$ cat src/hw/rtl/te_pkg.sv
`default_nettype none

package te_pkg;

  localparam int CH_W     = 3;
  localparam int CFG_AW   = 4;
  localparam int ENV_W    = 32;
  localparam int RATIO_W  = 16;
  localparam int DIVCNT_W = 4;
  localparam int ONE_Q16  = 65536;

  localparam logic [1:0] REG_FAST = 2'd0;
  localparam logic [1:0] REG_SLOW = 2'd1;
  localparam logic [1:0] REG_SENS = 2'd2;
  localparam logic [1:0] REG_GAIN = 2'd3;

  localparam logic [23:0]        FAST_COEF_RST = 24'd188090;
  localparam logic [23:0]        SLOW_COEF_RST = 24'd7605;
  localparam logic [19:0]        SENS_RST      = 20'd32768;
  localparam logic signed [20:0] GAIN_RST      = 21'sd0;

  localparam logic [ENV_W-1:0] ENV_FLOOR = 32'd214748;

  typedef struct packed {
    logic             start;
    logic [ENV_W-1:0] rem;
    logic [ENV_W-1:0] den;
  } div_req_t;

  typedef struct packed {
    logic               done;
    logic [RATIO_W-1:0] quot;
  } div_rsp_t;

endpackage

`default_nettype wire

$ cat src/hw/rtl/transient_enhancer.sv
`default_nettype none

// From input word accept to out_tvalid: a channel out of range goes straight to the output
// step; a sample with no transient passes the envelope updates and the detection compare;
// when a transient is found, the 16-bit bit-serial ratio divider and the gain multiplies follow.
// One sample is in flight at a time; a new word is taken once the last result is loaded.
// Reset (synchronous, rst_n low): registers to defaults, envelope valid bits and count cleared.
module transient_enhancer #(
  parameter int MAX_CHANNELS = 8,
  parameter int SAMPLE_BITS  = 24
) (
  input  wire logic                   clk,
  input  wire logic                   rst_n,
  input  wire logic                   in_tvalid,
  output logic                        in_tready,
  // sample_in, channel_index
  input  wire logic [((SAMPLE_BITS+te_pkg::CH_W+7)/8)*8-1:0] in_tdata,
  // restart
  input  wire logic                   in_tuser,
  output logic                        out_tvalid,
  input  wire logic                   out_tready,
  // sample_out, transient_count
  output logic [((SAMPLE_BITS+32+7)/8)*8-1:0] out_tdata,
  // enhanced
  output logic                        out_tuser,
  input  wire logic                   cfg_psel,
  input  wire logic                   cfg_penable,
  input  wire logic                   cfg_pwrite,
  input  wire logic [te_pkg::CFG_AW-1:0] cfg_paddr,
  input  wire logic [31:0]            cfg_pwdata,
  output logic [31:0]                 cfg_prdata,
  output logic                        cfg_pready
);

  localparam int OUT_W  = ((SAMPLE_BITS + 32 + 7) / 8) * 8;
  localparam int AW     = (MAX_CHANNELS > 1) ? $clog2(MAX_CHANNELS) : 1;
  localparam int PROD_W = 58;
  localparam int MEM_W  = 2 * te_pkg::ENV_W;

  localparam logic [3:0] S_IDLE = 4'd0;
  localparam logic [3:0] S_FMUL = 4'd1;
  localparam logic [3:0] S_FUPD = 4'd2;
  localparam logic [3:0] S_SMUL = 4'd3;
  localparam logic [3:0] S_SUPD = 4'd4;
  localparam logic [3:0] S_DMUL = 4'd5;
  localparam logic [3:0] S_DCMP = 4'd6;
  localparam logic [3:0] S_DIV  = 4'd7;
  localparam logic [3:0] S_GMUL = 4'd8;
  localparam logic [3:0] S_GRND = 4'd9;
  localparam logic [3:0] S_YMUL = 4'd10;
  localparam logic [3:0] S_YRND = 4'd11;
  localparam logic [3:0] S_OUT  = 4'd12;

  localparam logic signed [PROD_W-1:0] LIM_HI = (PROD_W'(1) <<< (SAMPLE_BITS - 1)) - PROD_W'(1);
  localparam logic signed [PROD_W-1:0] LIM_LO = -(PROD_W'(1) <<< (SAMPLE_BITS - 1));

  logic [23:0]        fast_coef_r;
  logic [23:0]        slow_coef_r;
  logic [19:0]        sens_r;
  logic signed [20:0] gain_m1_r;

  logic [3:0]                      state_r;
  logic signed [SAMPLE_BITS-1:0]   x_r;
  logic [AW-1:0]                   addr_r;
  logic                            ch_zero_r;
  logic                            env_ok_r;
  logic [MEM_W-1:0]                mem [MAX_CHANNELS];
  logic [MEM_W-1:0]                mem_q_r;
  logic [MAX_CHANNELS-1:0]         valid_r;
  logic [te_pkg::ENV_W-1:0]        f_r;
  logic [te_pkg::ENV_W-1:0]        s_r;
  logic                            dir_r;
  logic signed [PROD_W-1:0]        prod_r;
  logic [te_pkg::RATIO_W-1:0]      ratio_r;
  logic signed [21:0]              gain_r;
  logic signed [SAMPLE_BITS-1:0]   y_r;
  logic                            hit_r;
  logic [31:0]                     count_r;
  logic                            out_valid_r;
  logic [SAMPLE_BITS-1:0]          y_out_r;
  logic                            enh_out_r;
  logic [31:0]                     cnt_out_r;

  logic [te_pkg::CH_W-1:0]         in_ch;
  logic [AW-1:0]                   in_addr;
  logic                            in_range;
  logic                            in_acc;
  logic                            cfg_we;
  logic [SAMPLE_BITS-1:0]          abs_x;
  logic [te_pkg::ENV_W-1:0]        mag;
  logic [te_pkg::ENV_W-1:0]        env_f;
  logic [te_pkg::ENV_W-1:0]        env_s;
  logic [te_pkg::ENV_W-1:0]        diff_f;
  logic [te_pkg::ENV_W-1:0]        diff_s;
  logic                            dir_nxt;
  logic signed [32:0]              mul_a;
  logic signed [24:0]              mul_b;
  logic [PROD_W-2:0]               step_sum;
  logic [te_pkg::ENV_W-1:0]        step;
  logic [te_pkg::ENV_W-1:0]        f_nxt;
  logic [te_pkg::ENV_W-1:0]        s_nxt;
  logic signed [PROD_W-1:0]        prod_rnd;
  logic signed [21:0]              gain_nxt;
  logic signed [SAMPLE_BITS-1:0]   y_nxt;
  logic                            detect;
  logic                            out_free;
  te_pkg::div_req_t                div_req;
  te_pkg::div_rsp_t                div_rsp;

  assign in_ch     = in_tdata[SAMPLE_BITS+te_pkg::CH_W-1:SAMPLE_BITS];
  assign in_addr   = AW'(in_ch);
  assign in_range  = 32'(in_ch) < 32'(MAX_CHANNELS);
  assign in_tready = (state_r == S_IDLE);
  assign in_acc    = in_tvalid && in_tready;
  assign out_free  = !out_valid_r || out_tready;

  assign cfg_pready = 1'b1;
  assign cfg_we     = cfg_psel && cfg_penable && cfg_pwrite;

  always_comb begin
    case (cfg_paddr[3:2])
      te_pkg::REG_FAST: cfg_prdata = 32'(fast_coef_r);
      te_pkg::REG_SLOW: cfg_prdata = 32'(slow_coef_r);
      te_pkg::REG_SENS: cfg_prdata = 32'(sens_r);
      te_pkg::REG_GAIN: cfg_prdata = 32'($unsigned(gain_m1_r));
      default:          cfg_prdata = '0;
    endcase
  end

  always_ff @(posedge clk) begin
    if (!rst_n) begin
      fast_coef_r <= te_pkg::FAST_COEF_RST;
      slow_coef_r <= te_pkg::SLOW_COEF_RST;
      sens_r      <= te_pkg::SENS_RST;
      gain_m1_r   <= te_pkg::GAIN_RST;
    end else if (cfg_we) begin
      case (cfg_paddr[3:2])
        te_pkg::REG_FAST: fast_coef_r <= cfg_pwdata[23:0];
        te_pkg::REG_SLOW: slow_coef_r <= cfg_pwdata[23:0];
        te_pkg::REG_SENS: sens_r      <= cfg_pwdata[19:0];
        te_pkg::REG_GAIN: gain_m1_r   <= $signed(cfg_pwdata[20:0]);
        default: ;
      endcase
    end
  end

  always_comb begin
    abs_x  = x_r[SAMPLE_BITS-1] ? (~$unsigned(x_r) + 1'b1) : $unsigned(x_r);
    mag    = te_pkg::ENV_W'(abs_x) << (te_pkg::ENV_W - SAMPLE_BITS);
    env_f  = env_ok_r ? mem_q_r[MEM_W-1:te_pkg::ENV_W] : '0;
    env_s  = env_ok_r ? mem_q_r[te_pkg::ENV_W-1:0] : '0;
    diff_f = (mag >= env_f) ? mag - env_f : env_f - mag;
    diff_s = (mag >= env_s) ? mag - env_s : env_s - mag;
    dir_nxt = (state_r == S_SMUL) ? (mag >= env_s) : (mag >= env_f);

    step_sum = (PROD_W-1)'(prod_r[PROD_W-3:0]) + (PROD_W-1)'(24'h800000);
    step     = step_sum[55:24];
    f_nxt    = dir_r ? env_f + step : env_f - step;
    s_nxt    = dir_r ? env_s + step : env_s - step;

    prod_rnd = (prod_r + PROD_W'(32768)) >>> 16;
    gain_nxt = 22'(prod_rnd) + 22'(te_pkg::ONE_Q16);
    if (prod_rnd > LIM_HI) begin
      y_nxt = SAMPLE_BITS'(LIM_HI);
    end else if (prod_rnd < LIM_LO) begin
      y_nxt = SAMPLE_BITS'(LIM_LO);
    end else begin
      y_nxt = SAMPLE_BITS'(prod_rnd);
    end

    detect = (PROD_W'({f_r, 16'h0000}) > $unsigned(prod_r)) && (s_r > te_pkg::ENV_FLOOR);
  end

  always_comb begin
    case (state_r)
      S_FMUL: begin
        mul_a = $signed(33'(diff_f));
        mul_b = $signed(25'(fast_coef_r));
      end
      S_SMUL: begin
        mul_a = $signed(33'(diff_s));
        mul_b = $signed(25'(slow_coef_r));
      end
      S_DMUL: begin
        mul_a = $signed(33'(s_r));
        mul_b = $signed(25'(sens_r) + 25'(te_pkg::ONE_Q16));
      end
      S_GMUL: begin
        mul_a = 33'(gain_m1_r);
        mul_b = $signed(25'(ratio_r));
      end
      default: begin
        mul_a = 33'(x_r);
        mul_b = 25'(gain_r);
      end
    endcase
  end

  always_ff @(posedge clk) begin
    prod_r <= PROD_W'(mul_a) * PROD_W'(mul_b);
    dir_r  <= dir_nxt;
  end

  always_ff @(posedge clk) begin
    if (state_r == S_SUPD) begin
      mem[addr_r] <= {f_r, s_nxt};
    end
    if (in_acc && in_range) begin
      mem_q_r <= mem[in_addr];
    end
  end

  assign div_req.start = (state_r == S_DCMP) && detect;
  assign div_req.rem   = f_r - s_r;
  assign div_req.den   = f_r;

  te_div u_div (
    .clk   (clk),
    .rst_n (rst_n),
    .req   (div_req),
    .rsp   (div_rsp)
  );

  always_ff @(posedge clk) begin
    if (!rst_n) begin
      state_r     <= S_IDLE;
      valid_r     <= '0;
      count_r     <= '0;
      out_valid_r <= 1'b0;
    end else begin
      if (out_valid_r && out_tready && state_r != S_OUT) begin
        out_valid_r <= 1'b0;
      end
      case (state_r)
        S_IDLE: begin
          if (in_tvalid) begin
            x_r       <= $signed(in_tdata[SAMPLE_BITS-1:0]);
            y_r       <= $signed(in_tdata[SAMPLE_BITS-1:0]);
            addr_r    <= in_addr;
            ch_zero_r <= (in_ch == '0);
            env_ok_r  <= in_range && valid_r[in_addr] && !in_tuser;
            hit_r     <= 1'b0;
            if (in_range && in_tuser && in_ch == '0) begin
              count_r <= '0;
            end
            state_r <= in_range ? S_FMUL : S_OUT;
          end
        end
        S_FMUL: state_r <= S_FUPD;
        S_FUPD: begin
          f_r     <= f_nxt;
          state_r <= S_SMUL;
        end
        S_SMUL: state_r <= S_SUPD;
        S_SUPD: begin
          s_r             <= s_nxt;
          valid_r[addr_r] <= 1'b1;
          state_r         <= S_DMUL;
        end
        S_DMUL: state_r <= S_DCMP;
        S_DCMP: begin
          if (detect) begin
            hit_r <= 1'b1;
            if (ch_zero_r && count_r != '1) begin
              count_r <= count_r + 1'b1;
            end
            state_r <= S_DIV;
          end else begin
            state_r <= S_OUT;
          end
        end
        S_DIV: begin
          if (div_rsp.done) begin
            ratio_r <= div_rsp.quot;
            state_r <= S_GMUL;
          end
        end
        S_GMUL: state_r <= S_GRND;
        S_GRND: begin
          gain_r  <= gain_nxt;
          state_r <= S_YMUL;
        end
        S_YMUL: state_r <= S_YRND;
        S_YRND: begin
          y_r     <= y_nxt;
          state_r <= S_OUT;
        end
        S_OUT: begin
          if (out_free) begin
            out_valid_r <= 1'b1;
            y_out_r     <= $unsigned(y_r);
            enh_out_r   <= hit_r;
            cnt_out_r   <= count_r;
            state_r     <= S_IDLE;
          end
        end
        default: state_r <= S_IDLE;
      endcase
    end
  end

  assign out_tvalid = out_valid_r;
  assign out_tdata  = OUT_W'({cnt_out_r, y_out_r});
  assign out_tuser  = enh_out_r;

`ifndef ASSERT_OFF
  a_load_from_out: assert property (@(posedge clk) disable iff (!rst_n)
    $rose(out_valid_r) |-> $past(state_r) == S_OUT)
    else $error("result word loaded outside the output step");

  a_div_done_in_div: assert property (@(posedge clk) disable iff (!rst_n)
    div_rsp.done |-> state_r == S_DIV)
    else $error("ratio divider finished while not awaited");

  a_count_drop: assert property (@(posedge clk) disable iff (!rst_n)
    $past(rst_n) && (count_r < $past(count_r)) |->
      $past(in_acc && in_tuser && in_range && in_ch == '0))
    else $error("transient count fell without a channel 0 restart");

  a_busy_after_accept: assert property (@(posedge clk) disable iff (!rst_n)
    in_acc |=> !in_tready)
    else $error("second word taken while a sample is in flight");
`endif

endmodule

`default_nettype wire

$ cat src/hw/rtl/te_div.sv
`default_nettype none

module te_div (
  input  wire logic             clk,
  input  wire logic             rst_n,
  input  wire te_pkg::div_req_t req,
  output te_pkg::div_rsp_t      rsp
);

  logic                            busy_r;
  logic                            done_r;
  logic [te_pkg::DIVCNT_W-1:0]     cnt_r;
  logic [te_pkg::ENV_W-1:0]        rem_r;
  logic [te_pkg::ENV_W-1:0]        den_r;
  logic [te_pkg::RATIO_W-1:0]      quot_r;
  logic [te_pkg::ENV_W:0]          rem2;
  logic                            ge;
  logic [te_pkg::ENV_W-1:0]        rem_nxt;

  always_comb begin
    rem2    = {rem_r, 1'b0};
    ge      = rem2 >= {1'b0, den_r};
    rem_nxt = ge ? te_pkg::ENV_W'(rem2 - {1'b0, den_r}) : te_pkg::ENV_W'(rem2);
  end

  always_ff @(posedge clk) begin
    if (!rst_n) begin
      busy_r <= 1'b0;
      done_r <= 1'b0;
      cnt_r  <= '0;
    end else begin
      done_r <= 1'b0;
      if (req.start) begin
        rem_r  <= req.rem;
        den_r  <= req.den;
        cnt_r  <= te_pkg::DIVCNT_W'(te_pkg::RATIO_W - 1);
        busy_r <= 1'b1;
      end else if (busy_r) begin
        rem_r  <= rem_nxt;
        quot_r <= {quot_r[te_pkg::RATIO_W-2:0], ge};
        cnt_r  <= cnt_r - 1'b1;
        if (cnt_r == '0) begin
          busy_r <= 1'b0;
          done_r <= 1'b1;
        end
      end
    end
  end

  assign rsp.done = done_r;
  assign rsp.quot = quot_r;

endmodule

`default_nettype wire

$ cat config.mk
export PLATFORM = sky130hd
export DESIGN_NAME = transient_enhancer
export DESIGN_NICKNAME = d
export VERILOG_FILES = /design/src/hw/rtl/te_pkg.sv /design/src/hw/rtl/transient_enhancer.sv /design/src/hw/rtl/te_div.sv
export SDC_FILE = /design/constraint.sdc
export NUM_CORES = 2
export LEC_CHECK = 0
export ABC_CLOCK_PERIOD_IN_PS = 15800
export BUFFER_PORTS_ARGS = -buffer_cell sky130_fd_sc_hd__buf_2
export CORE_MARGIN = 4
export CORE_UTILIZATION = 55
export CTS_CLUSTER_DIAMETER = 200
export CTS_CLUSTER_SIZE = 8
export DETAILED_ROUTE_END_ITERATION = 10
export PLACE_DENSITY_LB_ADDON = 0.1
export SLEW_MARGIN = 20
export SYNTH_ARGS = -nofsm -noshare
export SYNTH_HDL_FRONTEND = slang
export SYNTH_SLANG_ARGS = --single-unit
$ cat constraint.sdc
create_clock -name clk -period 15.8 [get_ports clk]
set_clock_uncertainty 0.1 [all_clocks]
set_input_delay 3.16 -clock clk [delete_from_list [all_inputs] [get_ports clk]]
set_output_delay 3.16 -clock clk [all_outputs]
set_load 0.01 [all_outputs]
======== Word level (Yosys, flattened, before mapping) ========
Memory sizes are Yosys's and may differ from the RTL's. A register that Yosys moved wholly into a read port is not among the register bits.
Index checks and enable logic that the tools add are counted.
cells by class
  magnitude comparators ................... 10
  reductions and logical operators ........ 39
  equal/unequal tests ..................... 23
  muxes and demuxes ....................... 46
  $add $sub $neg .......................... 17
  bitwise operators ....................... 5
  $mul .................................... 1
operators with widths
  kind                      number
  $mux W32                  13
  $sub A32 B32 Y32          8
  $pmux W33 S4              1
  $pmux W32 S4              1
  $pmux W25 S4              1
  $mux W24                  4
  $add A32 B32 Y32          2
  $ge A32 B32 Y1            2
  $pmux W32 S2              1
  $add A58 B17 Y58 const B  1
  $gt A48 B58 Y1            1
  $mul A33 B25 Y58          1
  $add A56 B24 Y56 const B  1
  $pmux W4 S13              1
  $pmux W24 S2              1
  $gt A42 B24 Y1 const B    1
  $lt A42 B24 Y1 const B    1
  $ge A33 B32 Y1            1
  $add A32 B1 Y32 const B   1
  $gt A32 B18 Y1 const B    1
  $ne A32 B32 Y1 const B    1
  $add A24 B1 Y24 const B   1
  $mux W4                   6
  $not A24 Y24              1
  32 further kinds          88
storage, ports and cells
  word-level logic and storage cells ...... 171
  memory bits (writable) .................. 512
  flip-flop bits (word level) ............. 492
  input port bits ......................... 76
  memories kept ........................... 1
memories
  memory  words  width  rd ports  clocked after memory_dff  write ports  line                      text
  mem     8      64     1         1                         1            transient_enhancer.sv:67  logic [MEM_W-1:0] mem [MAX_CHANNELS];

======== Logic depth before layout (Yosys ltp) ========
  depth in word-level cells ............... 7
  mapped depth ............................ 50

======== By module ========
From an unflattened synthesis, not the netlist that was laid out.
second synthesis, totals
  cell total of the unflattened synthesis .. 8136
  area, all modules ....................... 85265.5 um2
by module, submodules not included
  module              sequential area each (um2)  cells an instance  area an instance (um2)  instances
  transient_enhancer  27556.4                     7627               80019.2                 1
  te_div              2522.4                      509                5246.3                  1

======== Worst setup path after synthesis ========
Ideal clock, no wire load.
  path type ............................... register to register
  start ................................... register x_r[5]
  end ..................................... register prod_r[57]
  cell stages (with the launch flop) ...... 46
  data required time ...................... 15628 ps
  buffers on the path ..................... 5
  setup slack ............................. 4312 ps
  clock period less this slack ............ 11488 ps
  data arrival time ....................... 11316 ps
  cell sequence ........................... edfxtp_1 -> nor4_4 -> nand2_1 -> or3_1 -> or4_1 -> o41ai_1 -> xnor2_1 -> ha_1 -> clkbuf_1 -> nand4_1 -> or2_2 -> a311oi_4 -> or2_1 -> buf_4 -> buf_6 -> mux2i_1 -> a32oi_1 -> xnor2_1 -> [... 10 more ...] -> fa_1 -> fa_1 -> inv_1 -> fa_1 -> inv_1 -> ha_1 -> clkbuf_1 -> a21o_1 -> a21o_1 -> a21oi_1 -> o21ai_0 -> or3_1 -> or2_2 -> a211oi_1 -> nor2_1 -> a211o_1 -> a21oi_1 -> xnor2_1
on the way
  longest elaborated chain between the ends .. 7
  elaborated cells between the ends (all ways) .. 13
  classes of those cells .................. 5 x add/sub; 1 x mul; 2 x order compare; 4 x mux; 1 x bitwise
RTL lines
  what                                            line                                                  text
  from (decl)                                     transient_enhancer.sv:63                              logic signed [SAMPLE_BITS-1:0] x_r;
  from (signal assigned)                          transient_enhancer.sv:237                             x_r <= $signed(in_tdata[SAMPLE_BITS-1:0]);
  $not A24 Y24                                    transient_enhancer.sv:148                             abs_x = x_r[SAMPLE_BITS-1] ? (~$unsigned(x_r) + 1'b1) : $unsigned(x_r);
  $add A24 B1 Y24                                 transient_enhancer.sv:148
  $mux W24                                        transient_enhancer.sv:148
  $sub A32 B32 Y32, or another cell as far along  transient_enhancer.sv:153                             diff_s = (mag >= env_s) ? mag - env_s : env_s - mag;
  $mux W32 (on tied branches)                     transient_enhancer.sv:153, transient_enhancer.sv:152
  $pmux W33 S4 *                                  transient_enhancer.sv:175                             case (state_r)
  $mul A33 B25 Y58 *                              transient_enhancer.sv:200                             prod_r <= PROD_W'(mul_a) * PROD_W'(mul_b);
  to (signal assigned)                            transient_enhancer.sv:200
  to (decl)                                       transient_enhancer.sv:73                              logic signed [PROD_W-1:0] prod_r;
Every way passes the cells marked *; elsewhere a longest branch is shown, timed or not.
A chain may end at the register's enable or synchronous reset.

======== Worst setup path after layout ========
  start ................................... register x_r[3]
  end ..................................... register prod_r[54]
Same word-level chain as after synthesis.

==> results.py <==
metrics = {
    "finish": {
        "fin_nets": 9358,
        "final_area_sq_um": 92000,
        "syn_to_final_growth_pct": 9.06,
        "final-seq-area_sq_um": 30100,
        "drive_gt1_share_pct": 10.2,
        "multiInputGateArea_sq_um": 48700,
        "fillerInstances": 12642,
    },
    "routing": {
        "avgViaCountPerCell": 6.09,
        "wl_per_cell_um": 26.5,
        "wl_um": 268000,
        "drt_first_iter_violations": 6406,
        "antenna_left": 0,
        "dr.pass1.iters": 7,
        "drc": 0,
        "route.vias.total": 61721,
    },
    "floorplanning": {
        "io_pins": 168,
        "die_h_um": 400,
        "die_x_um": 400,
        "die_area_sq_um": 160000,
        "rows": 143,
        "fp.coreArea_sq_um": 152000,
        "start_util_pct": 55.5,
    },
    "synth": {
        "yosysSeqAreaShare_pct": 35.7,
        "ys_async_sr_fraction_pct": 0,
        "yosys.area.top_type_share_pct": 30.9,
        "synth-seq-cells": 1068,
        "synth.distinct_cells": 108,
        "synth_top_flop_cell": "edfxtp_1",
        "yosysMostFrequentCell": "inv_1",
        "syn_area_sq_um": 84300,
        "yosys-top-cells-area": "edfxtp_1 31%, fa_1 20%, ha_1 6.1%",
        "yosysTopAreaCell": "edfxtp_1",
        "synth-edff-count": 869,
        "synth_commonest_cells": "1,153 x inv_1, 869 x edfxtp_1, 848 x fa_1",
        "avgSynthCellArea_sq_um": 10.6,
        "yosys_warnings": 0,
        "synth_cells": 7939,
    },
    "cts": {
        "post_cts_buffers": 0,
        "path_clk_slew_ns": 0.07,
        "cts_sinks": 1068,
        "ctsHtreeMaxLevel": 4,
        "root_buffer": "clkbuf_16",
        "cts_made_buffers": 152,
        "ctsResizeCount": 0,
        "hold_buffers": 0,
        "clk_latency_ns": 0.82,
        "tritoncts": "yes",
        "clk_path_buf_depth": 3,
    },
    "sta": {
        "hold_viol_final": 0,
        "fmax_ghz": 0.0688,
        "tightest_slew_ns": 1.19,
        "whs_ns": 0.270,
        "min_period_ns": 14.53,
        "setup_violations": 0,
        "rsz0062_at_grt": "false",
        "drv_slew": 0,
        "setup_ws_ns": 1.27,
        "period_share_pct": 92.0,
        "tns_ns": 0,
        "maxSlewHeadroom_pct": 20.4,
    },
    "run_status": {
        "outcome": "completed",
    },
    "setup_path": {
        "cp_common_cell": "fa_1",
        "worstPathRequired_ns": 16.40,
        "cp.arrival_ns": 15.14,
        "worstSetupStartpointType": "flip-flop",
        "critPathMaxFanout": 12,
        "setup.worst_path.class": "reg -> reg",
        "end_kind": "flip-flop",
        "slowest_stage": "o21a_1",
        "critPathMaxStageDelay_ns": 0.80,
    },
    "min_path": {
        "hold_path.class": "reg -> reg",
    },
    "global_routing": {
        "grt_start_max_net_pins": 71,
        "grtUsageTotal_pct": 33.9,
        "antenna_found_initial": 17,
        "grt-ovfl-total": 0,
        "grt_pass1_vias": 61457,
        "grt_pass1_wl_um": 398000,
    },
    "place": {
        "gp_congestion": 0.974,
        "pre_cts_ws_ns": 1.68,
        "placed_area_sq_um": 87500,
        "numPortBuffers": 143,
        "dp_hpwl_um": 202000,
    },
    "job": {
        "maxCapViolCount": 0,
    },
}
[layout by cell type, fill, tap and decap left out, types with 93 or more instances in the layout]
cell type	Yosys	layout
o21ai_0	169	161
dfxtp_1	199	198
nand3_1	127	127
a21oi_1	370	365
mux4_2	150	150
edfxtp_1	869	869
ha_1	412	412
clkbuf_16	0	152
fa_1	848	847
inv_1	1153	1152
nand2_1	843	842
nor3_1	102	93
a21o_1	158	157
xnor2_1	296	296
nor2_1	637	626
buf_4	20	140
buf_2	62	140
[flip-flops by register name, indices dropped and copies added, names as in the netlist, 8 cells and up]
name and cells:
f_r 32, gain_m1_r 21, u_div.quot_r 16, u_div.den_r 32, u_div.rem_r 32, slow_coef_r 24
x_r 24, mem 512, cnt_out_r 32, prod_r 58, fast_coef_r 24, count_r 32
mem_q_r 64, ratio_r 16, y_out_r 24, sens_r 20, y_r 24, valid_r 8
s_r 32, gain_r 22
[per-stage QoR]
step / util, % / instances
5_1_grt: 60.5 / 10123
4_1_cts: 60.5 / 10121
3_5_place_dp: 57.5 / 9898
2_1_floorplan: - / 7946
3_3_place_gp: 57.5 / 9898
6_report: 60.5 / 10131
[layout make-up]
class	instances	share of cell area, %
Antenna cell	10	0.0272
Clock buffer	206	4.37
Clock inverter	17	0.505
Inverter	1156	4.72
Multi-Input combinational cell	5362	53.0
Sequential cell	1068	32.7
Tap cell	2030	2.76
Timing Repair Buffer	282	1.93
[per-layer routing]
metal	track usage, %	routed length [um]
met5	0	136
met3	7.96	25300
met1	46.4	108000
met2	52.4	122000
met4	14.0	12400
[final timing paths]
path | startpoint | end | slack, ns | cells after the start
worst max-delay path | x_r[3] | prod_r[54] | 1.27 | 41
worst min-delay path | y_r[11] | y_out_r[11] | 0.27 | 0
worst max register to register | x_r[3] | prod_r[54] | 1.27 | 41
worst min register to register | y_r[11] | y_out_r[11] | 0.27 | 0
[critical path, delay by kind of cell, from the launching register on]
kind	cells	cell delay, ns
adder cells (fa/ha/maj)	9	4.52
AND/OR/NAND/NOR	10	3.19
XOR/XNOR	3	0.59
flip-flops	1	0.69
AO/OA/AOI/OAI	12	4.57
buffers and inverters	7	0.79
[cell families after synthesis]
group	count (synthesis)	synth area share (%)
flops	1068	35.7
compound gates	1192	9.31
other cells	2	0.00890
buf+inv	1516	7.01
xor+xnor	375	3.89
fa+ha+maj	1260	26.2
mux	290	5.77
simple gates	2236	12.1
Power is left out: the tool's default activity adds up to more than one toggle a clock period on the data nets, which glitch-free logic cannot reach.
